[src/hw/rtl/pfs_pkg.sv]
// Shared types and constants for the periodic frame scheduler.
package pfs_pkg;

  localparam int SlotCountDefault = 8;
  localparam logic [31:0] MinPeriodReset = 32'd10;
  localparam logic [28:0] StdIdMax = 29'h7FF;
  localparam logic [3:0] MaxBytes = 4'd8;

  localparam logic [1:0] ACT_START    = 2'd0;
  localparam logic [1:0] ACT_STOP     = 2'd1;
  localparam logic [1:0] ACT_STOP_ALL = 2'd2;
  localparam logic [1:0] ACT_TICK     = 2'd3;

  localparam logic [1:0] ST_OK      = 2'd0;
  localparam logic [1:0] ST_BAD_LEN = 2'd1;
  localparam logic [1:0] ST_FULL    = 2'd2;
  localparam logic [1:0] ST_NO_JOB  = 2'd3;

  // Command as queued between the front and back parts.
  typedef struct packed {
    logic [1:0]  action;
    logic        bad_len;
    logic [28:0] frame_id;
    logic [63:0] payload;
    logic [3:0]  length;
    logic [31:0] repeat_count;
    logic [31:0] period;
    logic [31:0] now_ms;
  } cmd_t;

  // Result beat.
  typedef struct packed {
    logic        is_frame;
    logic [1:0]  status;
    logic [28:0] out_id;
    logic        out_extended;
    logic [63:0] out_payload;
    logic [3:0]  out_length;
    logic        last;
  } res_t;

  // Zero the bytes at or beyond the length.
  function automatic logic [63:0] mask_payload(logic [63:0] d, logic [3:0] len);
    logic [63:0] m;
    m = '0;
    for (int b = 0; b < 8; b++) begin
      if (4'(b) < len) m[b*8 +: 8] = 8'hFF;
    end
    return d & m;
  endfunction

endpackage

[src/hw/rtl/pfs_front.sv]
// Front part: takes input beats, checks length, clamps period, queues commands.
module pfs_front (
  input  logic             clk,
  input  logic             rst,
  input  logic             valid,
  output logic             stall,
  input  logic [1:0]       action,
  input  logic [28:0]      frame_id,
  input  logic [63:0]      payload,
  input  logic [3:0]       length,
  input  logic [31:0]      repeat_count,
  input  logic [31:0]      period_ms,
  input  logic [31:0]      now_ms,
  input  logic [31:0]      min_period,
  output logic             cmd_valid,
  input  logic             cmd_take,
  output pfs_pkg::cmd_t    cmd
);

  // Two-entry queue
  pfs_pkg::cmd_t q [2];
  logic          rd_ptr, wr_ptr;
  logic [1:0]    count;
  logic          push, pop;
  pfs_pkg::cmd_t c;

  assign stall = (count == 2'd2);
  assign push = valid && !stall;
  assign pop = cmd_take;
  assign cmd_valid = (count != 2'd0);
  assign cmd = q[rd_ptr];

  // Classify the incoming beat
  always_comb begin
    c.action = action;
    c.bad_len = (length == 4'd0) || (length > pfs_pkg::MaxBytes);
    c.frame_id = frame_id;
    c.payload = pfs_pkg::mask_payload(payload, length);
    c.length = length;
    c.repeat_count = repeat_count;
    c.period = (period_ms < min_period) ? min_period : period_ms;
    c.now_ms = now_ms;
  end

  always_ff @(posedge clk) begin
    if (push) q[wr_ptr] <= c;
  end

  always_ff @(posedge clk) begin
    if (rst) begin
      rd_ptr <= 1'b0;
      wr_ptr <= 1'b0;
      count <= 2'd0;
    end else begin
      if (push) wr_ptr <= ~wr_ptr;
      if (pop) rd_ptr <= ~rd_ptr;
      count <= count + 2'(push) - 2'(pop);
    end
  end

  assert property (@(posedge clk) disable iff (rst) count <= 2'd2)
    else $error("queue count overflow");
  assert property (@(posedge clk) disable iff (rst) !(pop && count == 2'd0))
    else $error("pop from empty queue");
  assert property (@(posedge clk) disable iff (rst)
    (count == 2'd2 && !pop) |=> count == 2'd2)
    else $error("full queue changed without pop");

endmodule

[src/hw/rtl/pfs_back.sv]
// Back part: slot table, command execution and slot-by-slot tick scan.
module pfs_back #(
  parameter int SLOT_COUNT = pfs_pkg::SlotCountDefault
) (
  input  logic          clk,
  input  logic          rst,
  input  logic          cmd_valid,
  output logic          cmd_take,
  input  pfs_pkg::cmd_t cmd,
  output logic          res_valid,
  input  logic          res_stall,
  output pfs_pkg::res_t res
);

  localparam int IW = (SLOT_COUNT > 1) ? $clog2(SLOT_COUNT) : 1;
  localparam int CW = $clog2(SLOT_COUNT + 1);

  localparam logic [1:0] S_IDLE = 2'd0;
  localparam logic [1:0] S_SCAN = 2'd1;
  localparam logic [1:0] S_FLUSH = 2'd2;

  logic [SLOT_COUNT-1:0] active;
  logic [28:0] sid [SLOT_COUNT];
  logic        sext [SLOT_COUNT];
  logic [63:0] spay [SLOT_COUNT];
  logic [3:0]  slen [SLOT_COUNT];
  logic [31:0] stot [SLOT_COUNT];
  logic [31:0] ssent [SLOT_COUNT];
  logic [31:0] sper [SLOT_COUNT];
  logic [31:0] slast [SLOT_COUNT];
  logic [CW-1:0] active_jobs;

  logic [1:0]    state;
  logic [IW-1:0] idx;
  logic          pend_valid;
  pfs_pkg::res_t pend;

  logic [SLOT_COUNT-1:0] match;
  logic [SLOT_COUNT-1:0] free_after;
  logic          any_match, any_free;
  logic [IW-1:0] match_idx, free_idx;
  logic          full;
  logic          due;
  logic [31:0]   sent_inc;
  logic          done_job;
  logic          out_free;
  logic          is_last_slot;

  assign out_free = !res_valid || !res_stall;

  // Id match and free-slot search over the active vector
  always_comb begin
    any_match = 1'b0;
    match_idx = '0;
    for (int i = 0; i < SLOT_COUNT; i++) begin
      match[i] = active[i] && (sid[i] == cmd.frame_id);
      if (match[i] && !any_match) begin
        any_match = 1'b1;
        match_idx = IW'(i);
      end
    end
    free_after = ~active;
    if (any_match) free_after[match_idx] = 1'b1;
    any_free = 1'b0;
    free_idx = '0;
    for (int i = 0; i < SLOT_COUNT; i++) begin
      if (free_after[i] && !any_free) begin
        any_free = 1'b1;
        free_idx = IW'(i);
      end
    end
  end

  assign full = (active_jobs >= CW'(SLOT_COUNT));
  assign due = active[idx] && ((ssent[idx] == 32'd0) ||
               ((cmd.now_ms - slast[idx]) >= sper[idx]));
  assign sent_inc = (ssent[idx] == 32'hFFFF_FFFF) ? ssent[idx] : ssent[idx] + 32'd1;
  assign done_job = (stot[idx] != 32'd0) && (sent_inc >= stot[idx]);
  assign is_last_slot = (idx == IW'(SLOT_COUNT - 1));
  assign cmd_take = cmd_valid && out_free &&
                    ((state == S_IDLE && cmd.action != pfs_pkg::ACT_TICK) ||
                     state == S_FLUSH);

  // Slot table storage
  always_ff @(posedge clk) begin
    if (state == S_IDLE && cmd_valid && out_free && cmd.action == pfs_pkg::ACT_START &&
        !cmd.bad_len && !full && any_free) begin
      sid[free_idx] <= cmd.frame_id;
      sext[free_idx] <= cmd.frame_id > pfs_pkg::StdIdMax;
      spay[free_idx] <= cmd.payload;
      slen[free_idx] <= cmd.length;
      stot[free_idx] <= cmd.repeat_count;
      ssent[free_idx] <= 32'd0;
      sper[free_idx] <= cmd.period;
      slast[free_idx] <= 32'd0;
    end else if (state == S_SCAN && !pend_valid && due) begin
      ssent[idx] <= sent_inc;
      slast[idx] <= cmd.now_ms;
    end
  end

  // Control, result staging and output register
  always_ff @(posedge clk) begin
    if (rst) begin
      active <= '0;
      active_jobs <= '0;
      state <= S_IDLE;
      idx <= '0;
      pend_valid <= 1'b0;
      res_valid <= 1'b0;
    end else begin
      if (res_valid && !res_stall) res_valid <= 1'b0;
      case (state)
        S_IDLE: begin
          if (cmd_valid && out_free) begin
            res.is_frame <= 1'b0;
            res.out_id <= '0;
            res.out_extended <= 1'b0;
            res.out_payload <= '0;
            res.out_length <= '0;
            res.last <= 1'b1;
            res.status <= pfs_pkg::ST_OK;
            case (cmd.action)
              pfs_pkg::ACT_START: begin
                res_valid <= 1'b1;
                if (cmd.bad_len) res.status <= pfs_pkg::ST_BAD_LEN;
                else if (full || !any_free) res.status <= pfs_pkg::ST_FULL;
                else begin
                  active <= (active & ~match) | (SLOT_COUNT'(1) << free_idx);
                  active_jobs <= active_jobs + CW'(!any_match);
                end
              end
              pfs_pkg::ACT_STOP: begin
                res_valid <= 1'b1;
                if (any_match) begin
                  active[match_idx] <= 1'b0;
                  active_jobs <= active_jobs - CW'(1);
                end else res.status <= pfs_pkg::ST_NO_JOB;
              end
              pfs_pkg::ACT_STOP_ALL: begin
                res_valid <= 1'b1;
                active <= '0;
                active_jobs <= '0;
              end
              default: begin
                state <= S_SCAN;
                idx <= '0;
              end
            endcase
          end
        end
        S_SCAN: begin
          // Emit held frame once the next due one (or end) is known
          if (!pend_valid) begin
            if (due) begin
              pend_valid <= 1'b1;
              pend.is_frame <= 1'b1;
              pend.status <= pfs_pkg::ST_OK;
              pend.out_id <= sid[idx];
              pend.out_extended <= sext[idx];
              pend.out_payload <= spay[idx];
              pend.out_length <= slen[idx];
              pend.last <= 1'b0;
              if (done_job) begin
                active[idx] <= 1'b0;
                active_jobs <= active_jobs - CW'(1);
              end
            end
            if (!due) begin
              if (is_last_slot) state <= S_FLUSH;
              else idx <= idx + IW'(1);
            end else if (is_last_slot) begin
              state <= S_FLUSH;
            end else idx <= idx + IW'(1);
          end else if (out_free) begin
            if (due || is_last_slot) begin
              // hand over pending; a later due slot exists or end reached
              res <= pend;
              res.last <= !due;
              res_valid <= 1'b1;
              pend_valid <= 1'b0;
              if (!due) state <= S_FLUSH;
            end else idx <= idx + IW'(1);
          end
        end
        S_FLUSH: begin
          if (out_free) begin
            if (pend_valid) begin
              res <= pend;
              res.last <= 1'b1;
              res_valid <= 1'b1;
              pend_valid <= 1'b0;
            end
            state <= S_IDLE;
          end
        end
        default: state <= S_IDLE;
      endcase
    end
  end

  assert property (@(posedge clk) disable iff (rst)
    active_jobs == CW'($countones(active)))
    else $error("job count out of step with active slots");
  assert property (@(posedge clk) disable iff (rst)
    cmd_take |-> cmd_valid)
    else $error("command taken while none queued");
  assert property (@(posedge clk) disable iff (rst)
    (state == S_IDLE) |-> !pend_valid)
    else $error("frame held while idle");

endmodule

[src/hw/rtl/periodic_frame_scheduler.sv]
// Top level of the periodic frame scheduler.
// Periodic frame scheduler: a table of SLOT_COUNT periodic transmit jobs. Start, stop
// and stop-all beats each return one status beat: an accepted input beat passes through
// the command queue and, when the back part is idle and the output register is free, is
// answered from the output register. A tick beat walks the slots one per cycle, except
// that a due frame following another, or an output stall, holds the walk. It returns
// one frame beat per due slot in slot order, the final one marked last;
// a tick with nothing due returns nothing. A two-entry command queue lets input beats
// arrive while the slot scan runs. Write min_period only while the block is idle.
module periodic_frame_scheduler #(
  parameter int SLOT_COUNT = pfs_pkg::SlotCountDefault
) (
  input  logic        clk,
  input  logic        rst,
  input  logic        cfg_valid,
  output logic        cfg_ready,
  input  logic [31:0] cfg_data,
  input  logic        in_valid,
  output logic        in_stall,
  input  logic [1:0]  action,
  input  logic [28:0] frame_id,
  input  logic [63:0] payload,
  input  logic [3:0]  length,
  input  logic [31:0] repeat_count,
  input  logic [31:0] period_ms,
  input  logic [31:0] now_ms,
  output logic        out_valid,
  input  logic        out_stall,
  output logic        is_frame,
  output logic [1:0]  status,
  output logic [28:0] out_id,
  output logic        out_extended,
  output logic [63:0] out_payload,
  output logic [3:0]  out_length,
  output logic        last
);

  logic [31:0]   min_period;
  logic          cmd_valid, cmd_take;
  pfs_pkg::cmd_t cmd;
  pfs_pkg::res_t res;

  // Configuration register
  assign cfg_ready = 1'b1;
  always_ff @(posedge clk) begin
    if (rst) min_period <= pfs_pkg::MinPeriodReset;
    else if (cfg_valid && cfg_ready) min_period <= cfg_data;
  end

  pfs_front u_front (
    .clk, .rst, .valid(in_valid), .stall(in_stall), .action, .frame_id, .payload,
    .length, .repeat_count, .period_ms, .now_ms, .min_period,
    .cmd_valid, .cmd_take, .cmd
  );

  pfs_back #(.SLOT_COUNT(SLOT_COUNT)) u_back (
    .clk, .rst, .cmd_valid, .cmd_take, .cmd,
    .res_valid(out_valid), .res_stall(out_stall), .res
  );

  assign is_frame = res.is_frame;
  assign status = res.status;
  assign out_id = res.out_id;
  assign out_extended = res.out_extended;
  assign out_payload = res.out_payload;
  assign out_length = res.out_length;
  assign last = res.last;

endmodule

[config.mk]
export PLATFORM = sky130hd
export DESIGN_NAME = periodic_frame_scheduler
export DESIGN_NICKNAME = d
export VERILOG_FILES = /design/src/hw/rtl/pfs_pkg.sv /design/src/hw/rtl/pfs_front.sv /design/src/hw/rtl/pfs_back.sv /design/src/hw/rtl/periodic_frame_scheduler.sv
export SDC_FILE = /design/constraint.sdc
export NUM_CORES = 2
export LEC_CHECK = 0
export CORE_MARGIN = 4
export CORE_UTILIZATION = 30
export DETAILED_ROUTE_END_ITERATION = 10
export DONT_BUFFER_PORTS = 1
export MAX_ROUTING_LAYER = met4
export PLACE_DENSITY = 0.52
export SLEW_MARGIN = 20
export SYNTH_ARGS = -nofsm -noshare
export SYNTH_HDL_FRONTEND = slang
export SYNTH_SLANG_ARGS = --single-unit
[constraint.sdc]
create_clock -name clk -period 16.13 [get_ports clk]
set_input_delay 3.226 -clock clk [delete_from_list [all_inputs] [get_ports clk]]
set_output_delay 3.226 -clock clk [all_outputs]
set_load 0.005 [all_outputs]
# Yosys cells after proc, flatten, opt, wreduce, memory -nomap -nowiden
# Memory sizes are Yosys's and may differ from the RTL's. A register that Yosys moved wholly into a read port is not among the register bits.
# Index checks and enable logic that the tools add are counted.
word_totals:
  ram_bits: 2200
  n_memories: 9
  inputBits: 232
  output_inout_bits: 105
  ff_bits: 157
memory_table:
  columns: ["name", "depth", "word_bits", "read_ports", "rd_ports_with_merged_regs", "wr", "line", "rtl"]
  rows:
  - ["u_back.spay", 8, 64, 1, 1, 1, "pfs_back.sv:25", "logic [63:0] spay [SLOT_COUNT];"]
  - ["u_front.q", 2, 196, 1, 1, 1, "pfs_front.sv:21", "pfs_pkg::cmd_t q [2];"]
  - ["u_back.slast", 8, 32, 1, 1, 1, "pfs_back.sv:30", "logic [31:0] slast [SLOT_COUNT];"]
  - ["u_back.sper", 8, 32, 1, 1, 1, "pfs_back.sv:29", "logic [31:0] sper [SLOT_COUNT];"]
  - ["u_back.ssent", 8, 32, 1, 1, 1, "pfs_back.sv:28", "logic [31:0] ssent [SLOT_COUNT];"]
  - ["u_back.stot", 8, 32, 1, 1, 1, "pfs_back.sv:27", "logic [31:0] stot [SLOT_COUNT];"]
  - ["+3 memories", null, null, null, null, null, null, null]
op_classes:
  addsub: 7
  magnitude_cmp: 18
  n_eq_ne: 36
  shift: 1
  mux: 130
  n_reduce_logical: 86
  n_bitwise: 14
op_table:
  columns: ["cell", "n"]
  rows:
  - ["$mux 102", 6]
  - ["$pmux 102 s3", 1]
  - ["$eq 29x29->1", 8]
  - ["$mux 32", 4]
  - ["$mux 8", 16]
  - ["$mux 3", 24]
  - ["$and 64x64->64", 1]
  - ["$ge 32x32->1", 2]
  - ["$reduce_or 32->1", 2]
  - ["$mux 1", 45]
  - ["$logic_and 1x1->1", 39]
  - ["$add 32x1->32 const B", 1]
  - ["$eq 32x32->1 const B", 1]
  - ["$logic_not 32->1", 1]
  - ["$lt 32x32->1", 1]
  - ["$not 8->8", 4]
  - ["$reduce_bool 32->1", 1]
  - ["$sub 32x32->32", 1]
  - ["$mux 2", 15]
  - ["$gt 29x11->1 const B", 1]
  - ["$mux 4", 7]
  - ["$and 8x8->8", 3]
  - ["$pmux 8 s3", 1]
  - ["$logic_not 1->1", 23]
  - ["46 further kinds", 84]

# Logic depth before layout (Yosys ltp)
# An unclocked memory read counts as a cell.
depth:
  word_depth: 60
  depth_mapped: 36
  mapped_depth_nobuf: 28

# Cells and area by module
# A second synthesis with hierarchy kept.
hier_totals:
  cells_unflattened: 5369
  area_unflattened_um2: 98943.6
modules_own_cells:
  columns: ["mod", "area_per_inst_um2", "instances", "seq_area_each_um2", "cells_each"]
  rows:
  - ["pfs_back", 81668.3, 1, 60738.3, 4416]
  - ["pfs_front", 16096.7, 1, 11871.4, 848]
  - ["periodic_frame_scheduler", 1178.6, 1, 640.6, 105]

# Worst setup path after synthesis
# No wires, ideal clock.
synth_timing:
  kind: "input port to flip-flop"
  startpoint: "input port out_stall"
  endpoint: "memory u_back.sext[0], enable pin"
  n_path_buf: 0
  setup_slack_ns: -1.324
  stages: 6
  setup_ns: 0.915
  required_time_ns: 15.215
  arrival_ns: 16.538
  cell_sequence: "nand2_1 > o21ai_0 > or3_1 > a311o_1 > or4_4 > nor3b_1"
synth_via:
  elab_chain_len: 9
synth_lines:
  columns: ["element", "line", "rtl"]
  rows:
  - ["start, declared", "periodic_frame_scheduler.sv:28", "input logic out_stall,"]
  - ["$logic_not 1->1", "pfs_back.sv:49", "assign out_free = !res_valid || !res_stall;"]
  - ["$logic_or 1x1->1", "pfs_back.sv:49", null]
  - ["$logic_and 1x1->1 (3 in series)", "pfs_back.sv:86", "if (state == S_IDLE && cmd_valid && out_free && cmd.action == pfs_pkg::ACT_START &&"]
  - ["$logic_and 1x1->1 (2 in series)", "pfs_back.sv:87", "!cmd.bad_len && !full && any_free) begin"]
  - ["$mux 1", "pfs_back.sv:86", null]
  - ["$mux 1 (not written as such)", "pfs_back.sv:89", "sext[free_idx] <= cmd.frame_id > pfs_pkg::StdIdMax;"]
  - ["end, declared", "pfs_back.sv:24", "logic sext [SLOT_COUNT];"]
# Every way passes these cells.

==> summary.txt <==
Timing
  – Slew margin rel.: 23.6%
  – Worst Skew: 42.4 ps
  – Tmin final: roughly 11000 ps
  – Fmax: 91.9 MHz
  – Fin crit share: between 60% and 70%
  – RSZ-0062 raised after global routing: false
  – Max Slew Vio Count: 0
  – Total negative setup slack: 0 ps
  – Final hold viol count: 0
  – Tightest Pin Transition: 1150 ps
  – Setup Viol. Count Final: 0

Setup path
  – R2R depth: 27
  – Max incr delay on CP: approximately 860 ps
  – CP Max Fanout: 58
  – Most used cell, CP: a21o_1
  – Slowest cell on crit path: or3_4
  – WS Path Type: reg -> reg
  – Crit path capture type: register
  – Worst Setup Start Kind: register
  – Req. time, crit path: around 17000 ps
  – Critical path data arrival time: 11340 ps

Cells and area
  – Final core utilization: 34.6%
  – Synth-to-Final Area Change: 14.5%
  – Layout Nets: a little under 6000
  – Post-Layout Cell Count: between 10000 and 15000
  – Fraction of layout cells with a size suffix above 1: 18.2%

Die
  – Die area: ~0.34 mm^2
  – Initial Utilization: a little under a third
  – # IOs: roughly 340
  – Die H: approximately 580 um
  – Core ar.: approximately 0.33 mm^2
  – Die X: around 580 um
  – Row cnt: 210

Hold path
  – Class of the worst hold path: reg -> reg
  – Hold path depth: 2

Global routing
  – Met2 Track Usage GR: 26.3%
  – Vias in the first global route: roughly 52000
  – Largest net degree at the start of global routing: between 100 and 150
  – GRT Resource Usage Total: between 10% and 20%
  – GRT met3 Usage: around 2.8%
  – Initial antenna violation count: 26
  – GR peak layer: met2
  – Overflow after GRT: 0
  – First-pass GRT wire length: 386000 um
  – Met1 GRT Util: around a fifth

Logic synthesis
  – Area share of the largest cell type after synthesis: 72.8%
  – Mapped Area: 0.0990 mm^2
  – Top-count cell post-synth: edfxtp_1
  – Ys flop type: edfxtp_1
  – FF+latch count, synth: between 2000 and 2500
  – Synth top area cells: edfxtp_1 (73%), mux4_2 (5.8%), a22oi_1 (3.0%), mux2_2 (2.3%), xnor2_1 (2.2%)
  – Register area share after synthesis: about 74%
  – Ys Warns: 0
  – Yosys top cell by area: edfxtp_1
  – Top post-synthesis cells by count: edfxtp_1 (2400), a22oi_1 (395), mux4_2 (256), xnor2_1 (253), mux2_2 (203)
  – EDFF count, synth: 2400
  – Cell variety after synth: 92
  – Asr flop ratio synth: 0%
  – Synth Instances: roughly 5400
  – Avg Cell Area, Syn: about 18 um^2
  – Post-Syn Nets: approximately 5800

Detailed routing
  – Detailed-router iteration count before antenna repair: 5
  – Drt drc: 0
  – Drt wl/cell: approximately 27 um
  – Post-DRT Antenna Nets: 0
  – Routed WL: roughly 270000 um
  – Iter 0 DRT Violations: about 4000
  – Routed vias/inst: roughly 5
  – Vias post-DR: between 50000 and 60000

Status
  – Status: finished clean

Clocking
  – Skew-Pair Late Insertion Delay: 860 ps
  – CTS clk-pin slew, worst paths: ~60 ps
  – # resized after CTS: 0
  – Post-CTS Setup Bufs: 0
  – CTS Sinks: roughly 2500
  – TritonCTS clock tree: done
  – CTS Hold Bufs: 0
  – CTS H-tree depth: 5
  – TritonCTS Buffers: 273
  – Root buffer cell: clkbuf_16
  – Clk buf depth: 4

Power
  – Clock Power Share: about 38%
  – Internal: between 10 and 15 mW
  – Sw Share: approximately a quarter
  – Flop pwr share: 48.3%
  – Combinational share of power: between 10 and 15%
  – Max VDD drop: approximately 0.000081 V
  – PwrDens: about 140 mW/mm^2
  – Leak: approximately 34 nW
  – P_sw: between 4 and 5 mW

Placed design
  – DP Cell Count: roughly 9600
  – Dpl hpwl: 163000 um
  – Port Buffers: 0
  – RePlAce Congestion: about 0.84

Flow run
  – Max cap viols: 0
-- power groups by stage --
stage / clock network (mW) / registers [mW] / logic, mW
floorplan: 0 / 7.97 / 1.53
global placement: 0 / 8.02 / 2.30
detailed placement: 0 / 8.02 / 2.33
CTS: 6.31 / 7.89 / 2.35
global route: 6.58 / 7.91 / 2.51
finish: 6.14 / 7.88 / 2.30
-- through the flow --
step	cell area [um^2]	hold WS [ps]	setup slack, ps	power [mW]
after floorplan	99000	469	44.1	9.49
after global placement	105000	485	5000	10.3
after detailed placement	105000	502	5170	10.4
after CTS	113000	511	5090	16.6
after global routing	113000	532	4600	17.0
final	113000	505	5250	16.3
-- layer usage --
layer | vias up | wire length [um]
met5 | - | 0
met4 | 0 | 6620
met3 | 403 | 14500
met2 | 1537 | 134000
met1 | 26538 | 115000
li1 | 22073 | -
-- final cells by class --
| cell class | count | area, um^2 |
|---|---|---|
| Clock buffer | 338 | 7330 |
| Antenna cell | 22 | 55.1 |
| Clock inverter | 142 | 1410 |
| Multi-Input combinational cell | 2588 | 24700 |
| Fill cell | 30915 | 215000 |
| Tap cell | 4346 | 5440 |
| Inverter | 96 | 360 |
| Sequential cell | 2459 | 73300 |
| Timing Repair Buffer | 93 | 863 |
-- registers in the layout, indices dropped and copies added (netlist names), named ones only --
name                count
u_front.rd_ptr          1
u_back.sext             8
u_back.pend            98
u_back.res            102
min_period             32
u_back.pend_valid       1
u_back.sid            232
u_back.state            2
u_back.active           8
u_back.stot           256
u_front.count           2
u_back.ssent          256
u_back.spay           512
u_back.res_valid        1
u_back.sper           256
u_back.slast          256
u_front.wr_ptr          1
u_front.q             392
u_back.idx              3
u_back.active_jobs      4
u_back.slen            32
-- final timing paths --
path | from | to | slack, ps
worst max-delay path | register | u_back.slast[2][11]$_DFFE_PP_ | 5250
worst max register to register | register | u_back.slast[2][11]$_DFFE_PP_ | 5250
worst min-delay path | min_period[3]$_SDFFE_PP1P_ | min_period[3]$_SDFFE_PP1P_ | 510
worst min register to register | min_period[3]$_SDFFE_PP1P_ | min_period[3]$_SDFFE_PP1P_ | 510
-- cells by family (layout without fill, tap and decap cells) --
kind of cell	count (synthesis)	count (layout)	share of synthesized area, %
XOR/XNOR	295	295	2.61
flip-flops	2459	2459	74.0
buffers and inverters	330	669	1.34
AO/OA/AOI/OAI	672	672	4.92
adder cells (fa/ha/maj)	144	144	1.83
other	1	23	0.00379
multiplexers	653	653	10.5
AND/OR/NAND/NOR	823	823	4.84
-- critical path, delay by kind of cell, from the launching register on --
family | cells | cell delay, ps
adders and majority gates | 2 | 580
xor gates and xnor gates | 1 | 140
muxes | 3 | 1290
buffers and inverters | 4 | 2790
DFF | 1 | 740
and+or+nand+nor | 4 | 2140
AOI/OAI and AO/OA | 13 | 2580
-- layout by cell type (no fill, tap or decap), drive strengths merged, types with 85 or more instances in the layout --
master	Yosys	layout
nor4	85	85
nand4	138	138
clkinv	1	103
nor2	113	113
ha	143	143
mux2	204	204
a22oi	395	395
mux4	256	256
nor2b	109	109
mux2i	193	193
clkbuf	176	338
xnor2	253	253
buf	58	93
edfxtp	2400	2400
inv	95	101
and2	133	133
Power figures use the tool's default switching activity.
